## src/design/csa_pkg.sv

```systemverilog
// Shared types and constants for the CAN feedback snapshot assembler.
package csa_pkg;

  localparam int unsigned IdW      = 29;
  localparam int unsigned CfgIdW   = 11;
  localparam int unsigned CfgIdxW  = 3;
  localparam int unsigned SeqW     = 16;
  localparam int unsigned WordW    = 40;
  localparam int unsigned VelW     = 34;
  localparam int unsigned PosW     = 32;
  localparam int unsigned InDataW  = 104;
  localparam int unsigned OutDataW = 240;
  localparam int unsigned OutUserW = 4;

  localparam logic [2:0] CFG_PROTOCOL_VERSION = 3'd0;
  localparam logic [2:0] CFG_BASE_FEEDBACK_ID = 3'd1;
  localparam logic [2:0] CFG_DIAGNOSTICS_ID   = 3'd2;
  localparam logic [2:0] CFG_OPTIONAL_ID_A    = 3'd3;
  localparam logic [2:0] CFG_OPTIONAL_ID_B    = 3'd4;

  localparam logic [2:0] SLOT_STATUS = 3'd0;
  localparam logic [2:0] SLOT_HEALTH = 3'd1;
  localparam logic [2:0] SLOT_VEL    = 3'd2;
  localparam logic [2:0] SLOT_LEFT   = 3'd3;
  localparam logic [2:0] SLOT_RIGHT  = 3'd4;
  localparam logic [2:0] SLOT_DIAG   = 3'd5;

  localparam logic [5:0] SLOTS_ALL = 6'h3F;
  localparam logic [3:0] FRAME_LEN = 4'd8;
  localparam logic [SeqW-1:0] SEQ_WINDOW = 16'h7FFF;

  typedef enum logic [2:0] {
    ST_OK        = 3'd0,
    ST_EXTENDED  = 3'd1,
    ST_REMOTE    = 3'd2,
    ST_UNKNOWN   = 3'd3,
    ST_BAD_LEN   = 3'd4,
    ST_BAD_VER   = 3'd5,
    ST_BAD_FLAGS = 3'd6,
    ST_MISMATCH  = 3'd7
  } status_e;

  // Outcome of the per-frame checks, handed to the snapshot stage
  typedef struct packed {
    logic            rejected;
    status_e         status;
    logic            optional_id;
    logic [2:0]      slot;
    logic [SeqW-1:0] seq;
    logic [WordW-1:0] payload;  // payload bytes 3..7
    logic [3:0]      drive_flags;
  } dec_t;

endpackage

```

## src/design/csa_frame_check.sv

```systemverilog
// Frame checks, slot selection and derived drive flags for one received word.
module csa_frame_check (
  input  logic [csa_pkg::IdW-1:0]    frame_id_i,
  input  logic                       is_extended_i,
  input  logic                       is_remote_i,
  input  logic [3:0]                 data_length_i,
  input  logic [63:0]                frame_data_i,
  input  logic [7:0]                 protocol_version_i,
  input  logic [csa_pkg::CfgIdW-1:0] base_feedback_id_i,
  input  logic [csa_pkg::CfgIdW-1:0] diagnostics_id_i,
  input  logic [csa_pkg::CfgIdW-1:0] optional_id_a_i,
  input  logic [csa_pkg::CfgIdW-1:0] optional_id_b_i,
  output csa_pkg::dec_t              dec_o
);

  logic [csa_pkg::CfgIdW:0] base_top;
  logic       main_id, diag_id, opt_id;
  logic [2:0] slot;
  logic [7:0] f3, st, act, age, err;
  logic       known, calib, fresh, drive;

  assign base_top = {1'b0, base_feedback_id_i} + 12'd4;
  assign main_id  = (frame_id_i >= {18'd0, base_feedback_id_i}) &&
                    (frame_id_i <= {17'd0, base_top});
  assign diag_id  = !main_id && (frame_id_i == {18'd0, diagnostics_id_i});
  assign opt_id   = (frame_id_i == {18'd0, optional_id_a_i}) ||
                    (frame_id_i == {18'd0, optional_id_b_i});
  assign slot     = main_id ? (frame_id_i[2:0] - base_feedback_id_i[2:0])
                            : csa_pkg::SLOT_DIAG;

  assign f3  = frame_data_i[31:24];
  assign st  = frame_data_i[39:32];
  assign act = frame_data_i[47:40];
  assign age = frame_data_i[55:48];
  assign err = frame_data_i[63:56];

  assign known = (st <= 8'd7) && (act <= 8'd3) && (err <= 8'd4);
  assign calib = f3[0] || (st == 8'd1) || (st == 8'd2) || (act == 8'd2);
  assign fresh = f3[2] && (age <= 8'd9);
  assign drive = known && !calib && fresh && (st == 8'd4) && (act == 8'd1) &&
                 f3[1] && f3[2] && ((f3 & 8'hF9) == 8'd0) && (err == 8'd0);

  always_comb begin
    dec_o             = '0;
    dec_o.status      = csa_pkg::ST_OK;
    dec_o.slot        = slot;
    dec_o.seq         = frame_data_i[23:8];
    dec_o.payload     = frame_data_i[63:24];
    dec_o.drive_flags = {drive, fresh, calib, known};
    if (is_extended_i) begin
      dec_o.rejected = 1'b1;
      dec_o.status   = csa_pkg::ST_EXTENDED;
    end else if (is_remote_i) begin
      dec_o.rejected = 1'b1;
      dec_o.status   = csa_pkg::ST_REMOTE;
    end else if (!main_id && !diag_id && !opt_id) begin
      dec_o.rejected = 1'b1;
      dec_o.status   = csa_pkg::ST_UNKNOWN;
    end else if (data_length_i != csa_pkg::FRAME_LEN) begin
      dec_o.rejected = 1'b1;
      dec_o.status   = csa_pkg::ST_BAD_LEN;
    end else if (frame_data_i[7:0] != protocol_version_i) begin
      dec_o.rejected = 1'b1;
      dec_o.status   = csa_pkg::ST_BAD_VER;
    end else if (!main_id && !diag_id) begin
      dec_o.optional_id = 1'b1;
    end else if (((slot == csa_pkg::SLOT_HEALTH) && f3[4]) ||
                 ((slot == csa_pkg::SLOT_VEL) && ((f3 & 8'hFC) != 8'd0)) ||
                 (((slot == csa_pkg::SLOT_LEFT) || (slot == csa_pkg::SLOT_RIGHT)) &&
                  ((f3 & 8'hFE) != 8'd0))) begin
      dec_o.rejected = 1'b1;
      dec_o.status   = csa_pkg::ST_BAD_FLAGS;
    end
  end

endmodule

```

## src/design/csa_snapshot.sv

```systemverilog
// Pending snapshot state, sequence window and the result register.
module csa_snapshot (
  input  logic                           clk_i,
  input  logic                           rst_ni,
  input  logic                           item_valid_i,
  input  logic                           cmd_i,
  input  csa_pkg::dec_t                  dec_i,
  output logic                           advance_o,
  output logic                           m_axis_tvalid,
  input  logic                           m_axis_tready,
  output logic [csa_pkg::OutUserW-1:0]   m_axis_tuser,
  output logic [csa_pkg::OutDataW-1:0]   m_axis_tdata
);

  logic                      pend_valid_q, pend_valid_d;
  logic [csa_pkg::SeqW-1:0]  pend_seq_q, pend_seq_d;
  logic [5:0]                slots_q, slots_d;
  logic [csa_pkg::WordW-1:0] h_status_q, h_status_d;
  logic [csa_pkg::WordW-1:0] h_health_q, h_health_d;
  logic [csa_pkg::VelW-1:0]  h_vel_q, h_vel_d;
  logic [32:0]               h_left_q, h_left_d;
  logic [32:0]               h_right_q, h_right_d;
  logic [csa_pkg::WordW-1:0] h_diag_q, h_diag_d;
  logic [3:0]                h_drive_q, h_drive_d;

  logic                        m_valid_q;
  logic [csa_pkg::OutUserW-1:0] m_user_q, m_user_d;
  logic [csa_pkg::OutDataW-1:0] m_data_q, m_data_d;

  logic [csa_pkg::SeqW-1:0] fwd;
  logic                     fresh_start;
  csa_pkg::status_e         status;
  logic                     snap_valid;

  assign advance_o = item_valid_i && (!m_valid_q || m_axis_tready);
  assign fwd       = dec_i.seq - pend_seq_q;

  always_comb begin
    pend_valid_d = pend_valid_q;
    pend_seq_d   = pend_seq_q;
    slots_d      = slots_q;
    h_status_d   = h_status_q;
    h_health_d   = h_health_q;
    h_vel_d      = h_vel_q;
    h_left_d     = h_left_q;
    h_right_d    = h_right_q;
    h_diag_d     = h_diag_q;
    h_drive_d    = h_drive_q;
    status       = csa_pkg::ST_OK;
    snap_valid   = 1'b0;
    fresh_start  = !pend_valid_q || (fwd != '0);
    if (cmd_i) begin
      pend_valid_d = 1'b0;
      pend_seq_d   = '0;
      slots_d      = '0;
      h_status_d   = '0;
      h_health_d   = '0;
      h_vel_d      = '0;
      h_left_d     = '0;
      h_right_d    = '0;
      h_diag_d     = '0;
      h_drive_d    = '0;
    end else if (dec_i.rejected) begin
      status = dec_i.status;
    end else if (dec_i.optional_id) begin
      status = csa_pkg::ST_OK;
    end else if (pend_valid_q && (fwd == '0) && slots_q[dec_i.slot]) begin
      status = csa_pkg::ST_OK;
    end else if (pend_valid_q && (fwd > csa_pkg::SEQ_WINDOW)) begin
      status = csa_pkg::ST_MISMATCH;
    end else begin
      if (fresh_start) begin
        pend_valid_d = 1'b1;
        pend_seq_d   = dec_i.seq;
        slots_d      = '0;
        h_status_d   = '0;
        h_health_d   = '0;
        h_vel_d      = '0;
        h_left_d     = '0;
        h_right_d    = '0;
        h_diag_d     = '0;
        h_drive_d    = '0;
      end
      slots_d[dec_i.slot] = 1'b1;
      case (dec_i.slot)
        csa_pkg::SLOT_STATUS: h_status_d = dec_i.payload;
        csa_pkg::SLOT_HEALTH: h_health_d = dec_i.payload;
        csa_pkg::SLOT_VEL:    h_vel_d    = {dec_i.payload[1:0], dec_i.payload[39:8]};
        csa_pkg::SLOT_LEFT:   h_left_d   = {dec_i.payload[0], dec_i.payload[39:8]};
        csa_pkg::SLOT_RIGHT:  h_right_d  = {dec_i.payload[0], dec_i.payload[39:8]};
        default: begin
          h_diag_d  = dec_i.payload;
          h_drive_d = dec_i.drive_flags;
        end
      endcase
      snap_valid = (slots_d == csa_pkg::SLOTS_ALL);
    end
  end

  always_comb begin
    m_user_d = {snap_valid, status};
    m_data_d = '0;
    if (snap_valid) begin
      m_data_d = {h_drive_d, h_diag_d, h_right_d[32], h_left_d[32], h_right_d[31:0],
                  h_left_d[31:0], h_vel_d, h_health_d, h_status_d, pend_seq_d};
    end
  end

  always_ff @(posedge clk_i or negedge rst_ni) begin
    if (!rst_ni) begin
      pend_valid_q <= 1'b0;
      pend_seq_q   <= '0;
      slots_q      <= '0;
      h_status_q   <= '0;
      h_health_q   <= '0;
      h_vel_q      <= '0;
      h_left_q     <= '0;
      h_right_q    <= '0;
      h_diag_q     <= '0;
      h_drive_q    <= '0;
      m_valid_q    <= 1'b0;
    end else begin
      if (advance_o) begin
        pend_valid_q <= pend_valid_d;
        pend_seq_q   <= pend_seq_d;
        slots_q      <= slots_d;
        h_status_q   <= h_status_d;
        h_health_q   <= h_health_d;
        h_vel_q      <= h_vel_d;
        h_left_q     <= h_left_d;
        h_right_q    <= h_right_d;
        h_diag_q     <= h_diag_d;
        h_drive_q    <= h_drive_d;
        m_valid_q    <= 1'b1;
      end else if (m_axis_tready) begin
        m_valid_q <= 1'b0;
      end
    end
  end

  always_ff @(posedge clk_i) begin
    if (advance_o) begin
      m_user_q <= m_user_d;
      m_data_q <= m_data_d;
    end
  end

  assign m_axis_tvalid = m_valid_q;
  assign m_axis_tuser  = m_user_q;
  assign m_axis_tdata  = m_data_q;

  a_snap_ok: assert property (@(posedge clk_i) disable iff (!rst_ni)
    (m_valid_q && m_user_q[3]) |-> (m_user_q[2:0] == csa_pkg::ST_OK))
    else $error("complete snapshot reported with error status");

  a_discard: assert property (@(posedge clk_i) disable iff (!rst_ni)
    (advance_o && cmd_i) |=> (!pend_valid_q && (slots_q == '0)))
    else $error("discard left pending state");

  a_idle_empty: assert property (@(posedge clk_i) disable iff (!rst_ni)
    !pend_valid_q |-> (slots_q == '0))
    else $error("slots filled without a pending sequence");

  a_snap_pending: assert property (@(posedge clk_i) disable iff (!rst_ni)
    (m_valid_q && m_user_q[3]) |-> (pend_valid_q && (m_data_q[15:0] == pend_seq_q)))
    else $error("snapshot word does not match pending sequence");

endmodule

```

## src/design/can_feedback_snapshot_assembler_core.sv

```systemverilog
// Top level: config registers, input register, frame checks and snapshot stage.
// The result word passes through the input register, then the result register.
// Throughput: one word per cycle unless the output stalls; the pending state updates
// in the same cycle as the checks. Input ready drops only when both the input and
// result registers hold words and the output is stalled.
// Reset: no pending snapshot, held words zero, config registers at their default IDs.
module can_feedback_snapshot_assembler_core (
  input  logic                            clk_i,
  input  logic                            rst_ni,
  input  logic                            s_axis_tvalid,
  output logic                            s_axis_tready,
  // tuser: cmd
  input  logic                            s_axis_tuser,
  // tdata: frame_id[28:0], is_extended[29], is_remote[30], data_length[34:31],
  //        frame_data[98:35], zero pad
  input  logic [csa_pkg::InDataW-1:0]     s_axis_tdata,
  output logic                            m_axis_tvalid,
  input  logic                            m_axis_tready,
  // tuser: decode_status[2:0], snapshot_valid[3]
  output logic [csa_pkg::OutUserW-1:0]    m_axis_tuser,
  // tdata: snapshot_sequence[15:0], status_word[55:16], health_word[95:56],
  //        velocity_word[129:96], left_position[161:130], right_position[193:162],
  //        position_valid[195:194], diagnostics_word[235:196], drive_flags[239:236]
  output logic [csa_pkg::OutDataW-1:0]    m_axis_tdata,
  input  logic                            cfg_valid_i,
  output logic                            cfg_ready_o,
  input  logic [csa_pkg::CfgIdxW-1:0]     cfg_index_i,
  input  logic [csa_pkg::CfgIdW-1:0]      cfg_data_i
);

  logic [7:0]                 ver_q;
  logic [csa_pkg::CfgIdW-1:0] base_q, diag_q, opt_a_q, opt_b_q;

  logic                       in_valid_q;
  logic                       cmd_q;
  logic [98:0]                in_data_q;
  logic                       advance;
  csa_pkg::dec_t              dec;

  assign cfg_ready_o   = 1'b1;
  assign s_axis_tready = !in_valid_q || advance;

  always_ff @(posedge clk_i or negedge rst_ni) begin
    if (!rst_ni) begin
      ver_q   <= 8'd1;
      base_q  <= 11'd256;
      diag_q  <= 11'd261;
      opt_a_q <= 11'd262;
      opt_b_q <= 11'd263;
    end else if (cfg_valid_i) begin
      case (cfg_index_i)
        csa_pkg::CFG_PROTOCOL_VERSION: ver_q   <= cfg_data_i[7:0];
        csa_pkg::CFG_BASE_FEEDBACK_ID: base_q  <= cfg_data_i;
        csa_pkg::CFG_DIAGNOSTICS_ID:   diag_q  <= cfg_data_i;
        csa_pkg::CFG_OPTIONAL_ID_A:    opt_a_q <= cfg_data_i;
        csa_pkg::CFG_OPTIONAL_ID_B:    opt_b_q <= cfg_data_i;
        default: ;
      endcase
    end
  end

  always_ff @(posedge clk_i or negedge rst_ni) begin
    if (!rst_ni) begin
      in_valid_q <= 1'b0;
    end else if (s_axis_tready) begin
      in_valid_q <= s_axis_tvalid;
    end
  end

  always_ff @(posedge clk_i) begin
    if (s_axis_tvalid && s_axis_tready) begin
      cmd_q     <= s_axis_tuser;
      in_data_q <= s_axis_tdata[98:0];
    end
  end

  csa_frame_check u_check (
    .frame_id_i         (in_data_q[28:0]),
    .is_extended_i      (in_data_q[29]),
    .is_remote_i        (in_data_q[30]),
    .data_length_i      (in_data_q[34:31]),
    .frame_data_i       (in_data_q[98:35]),
    .protocol_version_i (ver_q),
    .base_feedback_id_i (base_q),
    .diagnostics_id_i   (diag_q),
    .optional_id_a_i    (opt_a_q),
    .optional_id_b_i    (opt_b_q),
    .dec_o              (dec)
  );

  csa_snapshot u_snap (
    .clk_i         (clk_i),
    .rst_ni        (rst_ni),
    .item_valid_i  (in_valid_q),
    .cmd_i         (cmd_q),
    .dec_i         (dec),
    .advance_o     (advance),
    .m_axis_tvalid (m_axis_tvalid),
    .m_axis_tready (m_axis_tready),
    .m_axis_tuser  (m_axis_tuser),
    .m_axis_tdata  (m_axis_tdata)
  );

endmodule

```

## config.mk

```make
export PLATFORM = sky130hd
export DESIGN_NAME = can_feedback_snapshot_assembler_core
export DESIGN_NICKNAME = d
export VERILOG_FILES = /design/src/design/csa_pkg.sv /design/src/design/csa_frame_check.sv /design/src/design/csa_snapshot.sv /design/src/design/can_feedback_snapshot_assembler_core.sv
export SDC_FILE = /design/constraint.sdc
export NUM_CORES = 1
export LEC_CHECK = 0
export ABC_AREA = 1
export BUFFER_PORTS_ARGS = -buffer_cell sky130_fd_sc_hd__buf_4
export CAP_MARGIN = 30
export CORE_MARGIN = 2
export CORE_UTILIZATION = 45
export DETAILED_ROUTE_END_ITERATION = 6
export HOLD_SLACK_MARGIN = 0.1
export PLACE_DENSITY_LB_ADDON = 0.1
export SETUP_SLACK_MARGIN = 0.1
export SLEW_MARGIN = 20
export SYNTH_ARGS = -nofsm -noshare
export SYNTH_HDL_FRONTEND = slang
export SYNTH_SLANG_ARGS = --single-unit
```

## constraint.sdc

```tcl
create_clock -name clk_i -period 25.5 [get_ports clk_i]
set_input_delay 1.275 -clock clk_i [delete_from_list [all_inputs] [get_ports clk_i]]
set_output_delay 1.275 -clock clk_i [all_outputs]
set_load 0.05 [all_outputs]
```

==> qor.txt <==
OUTCOME
--------------------------------------------------------------------------------------
Result of the run                                                            completed

FLOORPLAN
--------------------------------------------------------------------------------------
I/O pin count                                                                      371
Die W                                                                           282 um
Core area                                                                   76,200 um2
Count of standard-cell rows                                                        101
Initial standard-cell utilization of the core                                    0.457
Vertical die dimension                                                          282 um
Die Area                                                                    79,600 um2

RUN
--------------------------------------------------------------------------------------
Max cap viols                                                                        0

PLACEMENT
--------------------------------------------------------------------------------------
Sum of net half-perimeters after detailed placement                          67,600 um
Count of port buffers added during placement                                       364
Placer Congestion                                                                0.862

CRITICAL PATH
--------------------------------------------------------------------------------------
Worst EP required                                                            25,940 ps
Critical setup path kind                                                       reg2reg
Crit start category                                                          flip-flop
Arrival @ worst endpoint                                                       6800 ps
Largest driver fanout on the critical path                                          72
Capture instance of the worst register-to-register path                   u_snap.m_axis_tdata[224]$_SDFFCE_PN0P_
Flop2flop setup slack                                                        19,140 ps
Worst-case reg-to-reg path depth                                                    24
Start point of the critical path                                          base_q[2]$_DFFE_PN0P_
CP endpoint kind                                                             flip-flop
Reg-to-reg critical path startpoint                                       base_q[2]$_DFFE_PN0P_

ROUTE
--------------------------------------------------------------------------------------
DR vias/cell                                                                      5.36
Post-route ant nets                                                                  0
Via count of the routed design                                                  31,000
Number of iterations in the first detailed-routing pass                              6
Initial DRC count                                                                3,084
DRC errors left                                                                      0
Total wire length                                                           113,000 um
Average wire per standard cell                                                 19.6 um

STA
--------------------------------------------------------------------------------------
Final clock skew                                                               25.3 ps
Min cycle time layout                                                          6360 ps
Setup repair after global routing missed its margin                                 no
Final Setup Violations                                                               0
Worst-Margin Slew                                                              1080 ps
Achievable frequency                                                         0.157 GHz
Number of pins with negative max-slew slack in the final report                      0
Fraction of the cycle the final worst path needs                                 0.249
Sum of negative setup slack                                                       0 ps
Worst slew margin relative to its limit                                          0.279
Final hold viol count                                                                0

HOLD PATH
--------------------------------------------------------------------------------------
Hold wc startpoint                                                        u_snap.h_diag_q[0]$_DFFE_PN0P_
Worst Hold End                                                            u_snap.h_diag_q[0]$_DFFE_PN0P_
Hold-critical path depth                                                             2
Class of the tightest hold or removal check                                    reg2reg

POWER AND IR DROP
--------------------------------------------------------------------------------------
Tot Pwr                                                                        2.81 mW
Combinational group share of total power                                         0.166
Clock share of power                                                             0.394
Worst ir drop on vdd                                                           49.1 uV
Net switching fraction of the power                                              0.303
Share of total power in sequential cells                                         0.440
Switching power of the nets                                                     851 uW
Leakage                                                                        17.8 nW
Pwr per Cell Area                                                          68.5 nW/um2
Cell-internal power                                                            1.96 mW

YOSYS
--------------------------------------------------------------------------------------
Post-synth net total                                                             4,624
Library cell occupying the most area in the post-synthesis netlist            edfxtp_1
Number of distinct standard cells referenced by the synthesized netlist             47
Number of synthesized register bits                                                645
Fraction of synthesized cell area taken by the top area cell type                0.297
Sequential area share after synthesis                                            0.514
Average cell area after synthesis                                             7.80 um2
Main flop type after synthesis                                                edfxtp_1
Ys async rst share                                                               0.467
Top cells by instance count after synthesis                               nand2_1 (1,369), inv_1 (556), nand3_1 (505), nor2_1 (370), edfxtp_1 (344)
Cell with the most instances after synthesis                                   nand2_1
Number of standard cells after synthesis                                         4,461
Ys Warns                                                                             0
Number of synthesized flops with an enable pin                                     344
Top post-synthesis cells by area                                          edfxtp_1 (30%), dfrtp_1 (21%), nand2_1 (15%)
Combined area of all synthesized cells                                      34,800 um2

CLOCKING
--------------------------------------------------------------------------------------
Clock latency of the later-clocked register in the worst-skew pair              630 ps
Clock root buffer                                                            clkbuf_16
Number of buffers inserted during clock tree synthesis                              75
CTS clk-pin slew, worst paths                                                    60 ps
Level count of the clock H-tree                                                      3
Hold bufs inserted after CTS                                                         0
Number of sinks handled by clock tree synthesis                                    645
CTS tree                                                                         built
Post_cts resized                                                                     0
Maximum buffer depth of the clock tree                                               3
Post-CTS Setup Bufs                                                                  0

LAYOUT
--------------------------------------------------------------------------------------
Final net count                                                                  4,842
Area growth syn-to-layout                                                        17.8%
Proportion of layout cells with a drive suffix above 1                           0.124
Fill count                                                                       7,180
Number of diodes added for antenna fixing                                            0
Sequential cell area                                                        17,900 um2
Area of combinational cells with multiple inputs                            13,700 um2

GRT
--------------------------------------------------------------------------------------
Overall track demand over capacity in global routing                             0.280
Initial antenna violation count                                                      5
GRT overflow                                                                         0
First-pass GRT wire length                                                  171,000 um
Pin count of the biggest net entering global routing                               187
Vias in the first global route                                                  28,200

## through the flow
step	area (um2)	worst slack (ps)	std cells	hold WS (ps)	util
after floorplan	34800	16230	4461	449	-
after global placement	38200	18410	5621	462	0.501
after detailed placement	38300	18620	5625	466	0.503
after CTS	40800	18580	5765	481	0.536
after global routing	41000	18540	5772	491	0.538
final	41000	19140	5772	477	0.538
## flip-flops by register name, indices dropped and copies added, names as in the netlist, 6 cells and up
register             cells
opt_a_q                 11
u_snap.h_left_q         33
u_snap.h_right_q        33
u_snap.slots_q           6
u_snap.h_status_q       40
opt_b_q                 11
u_snap.m_axis_tdata    240
u_snap.h_vel_q          34
u_snap.h_health_q       40
base_q                  11
ver_q                    8
in_data_q               99
u_snap.h_diag_q         40
u_snap.pend_seq_q       16
diag_q                  11
## layout make-up
cell class / count / area share
clock inverters: 40 / 0.00958
repair buffers: 431 / 0.0853
inverters: 566 / 0.0524
clock buffers: 100 / 0.0516
well taps: 1030 / 0.0314
flip-flops and latches: 645 / 0.436
multi-input cells: 2960 / 0.334
## layer usage
metal	track usage	part of all wire	wire [um]	vias up
li1	-	-	-	15000
met1	0.392	0.42	47700	14600
met2	0.431	0.45	51200	1172
met3	0.0602	0.088	9980	195
met4	0.0993	0.037	4130	4
met5	0	0.00025	28	-
## worst max path at each step
stage	to	cells past startpoint
after floorplan	u_snap.m_axis_tdata[0]$_SDFFCE_PN0P_	6
after global placement	u_snap.m_axis_tdata[102]$_SDFFCE_PN0P_	26
after detailed placement	u_snap.m_axis_tdata[102]$_SDFFCE_PN0P_	23
after CTS	u_snap.m_axis_tdata[102]$_SDFFCE_PN0P_	23
after global routing	u_snap.m_axis_tdata[102]$_SDFFCE_PN0P_	23
final	u_snap.m_axis_tdata[224]$_SDFFCE_PN0P_	24
## power by group through the flow
| stage | Sequential (mW) | Clock, mW | Combinational [mW] |
|---|---|---|---|
| floorplan | 1.40 | 0 | 0.146 |
| global placement | 1.26 | 0 | 0.461 |
| detailed placement | 1.26 | 0 | 0.464 |
| CTS | 1.24 | 1.13 | 0.465 |
| global route | 1.24 | 1.17 | 0.498 |
| finish | 1.23 | 1.11 | 0.467 |
## layout by cell type, fill, tap and decap left out, types with 3 or more instances in the layout
cell type / n
a21oi_1: 31
clkbuf_8: 8
and2_1: 3
inv_8: 3
buf_16: 9
dfrtp_1: 289
nor4_1: 5
inv_2: 6
nor3_1: 11
nand2_2: 6
clkbuf_1: 14
nand2_1: 1365
xnor2_1: 22
dfstp_2: 12
nand3_1: 505
a22oi_1: 42
bufinv_16: 7
o21ai_0: 250
clkinv_2: 16
clkbuf_16: 78
nand3b_1: 23
o21bai_1: 3
or2_2: 3
edfxtp_1: 344
clkinv_1: 16
ha_1: 37
nor2_1: 369
buf_4: 415
buf_12: 6
inv_1: 553
nor2_4: 4
nand4_1: 243
xor2_1: 9
## cells by family after synthesis
group	share of synthesized area
adder cells (fa/ha/maj)	0.0145
other	0.000108
flip-flops	0.514
buffers and inverters	0.0947
AO/OA/AOI/OAI	0.0526
XOR/XNOR	0.00780
AND/OR/NAND/NOR	0.317
## worst max-delay path, cell delays in order, from the launching register on
cell and delay, ps:
dfrtp_1 400, ha_1 210, nand3_1 110, nor2_1 100, inv_1 90, nor3_1 260
xor2_1 190, ha_1 270, nand2_1 80, nand2_1 50, nand2_1 50, nand2_1 50
a21oi_1 120, nand3_1 90, nand2_2 140, nand3_1 150, nor2_2 330, nand2_2 400
inv_2 750, a21oi_1 80, nor2_1 240, nand3_4 500, buf_4 620, buf_4 500
nor2_1 310
(Power assumes the default switching activity.)
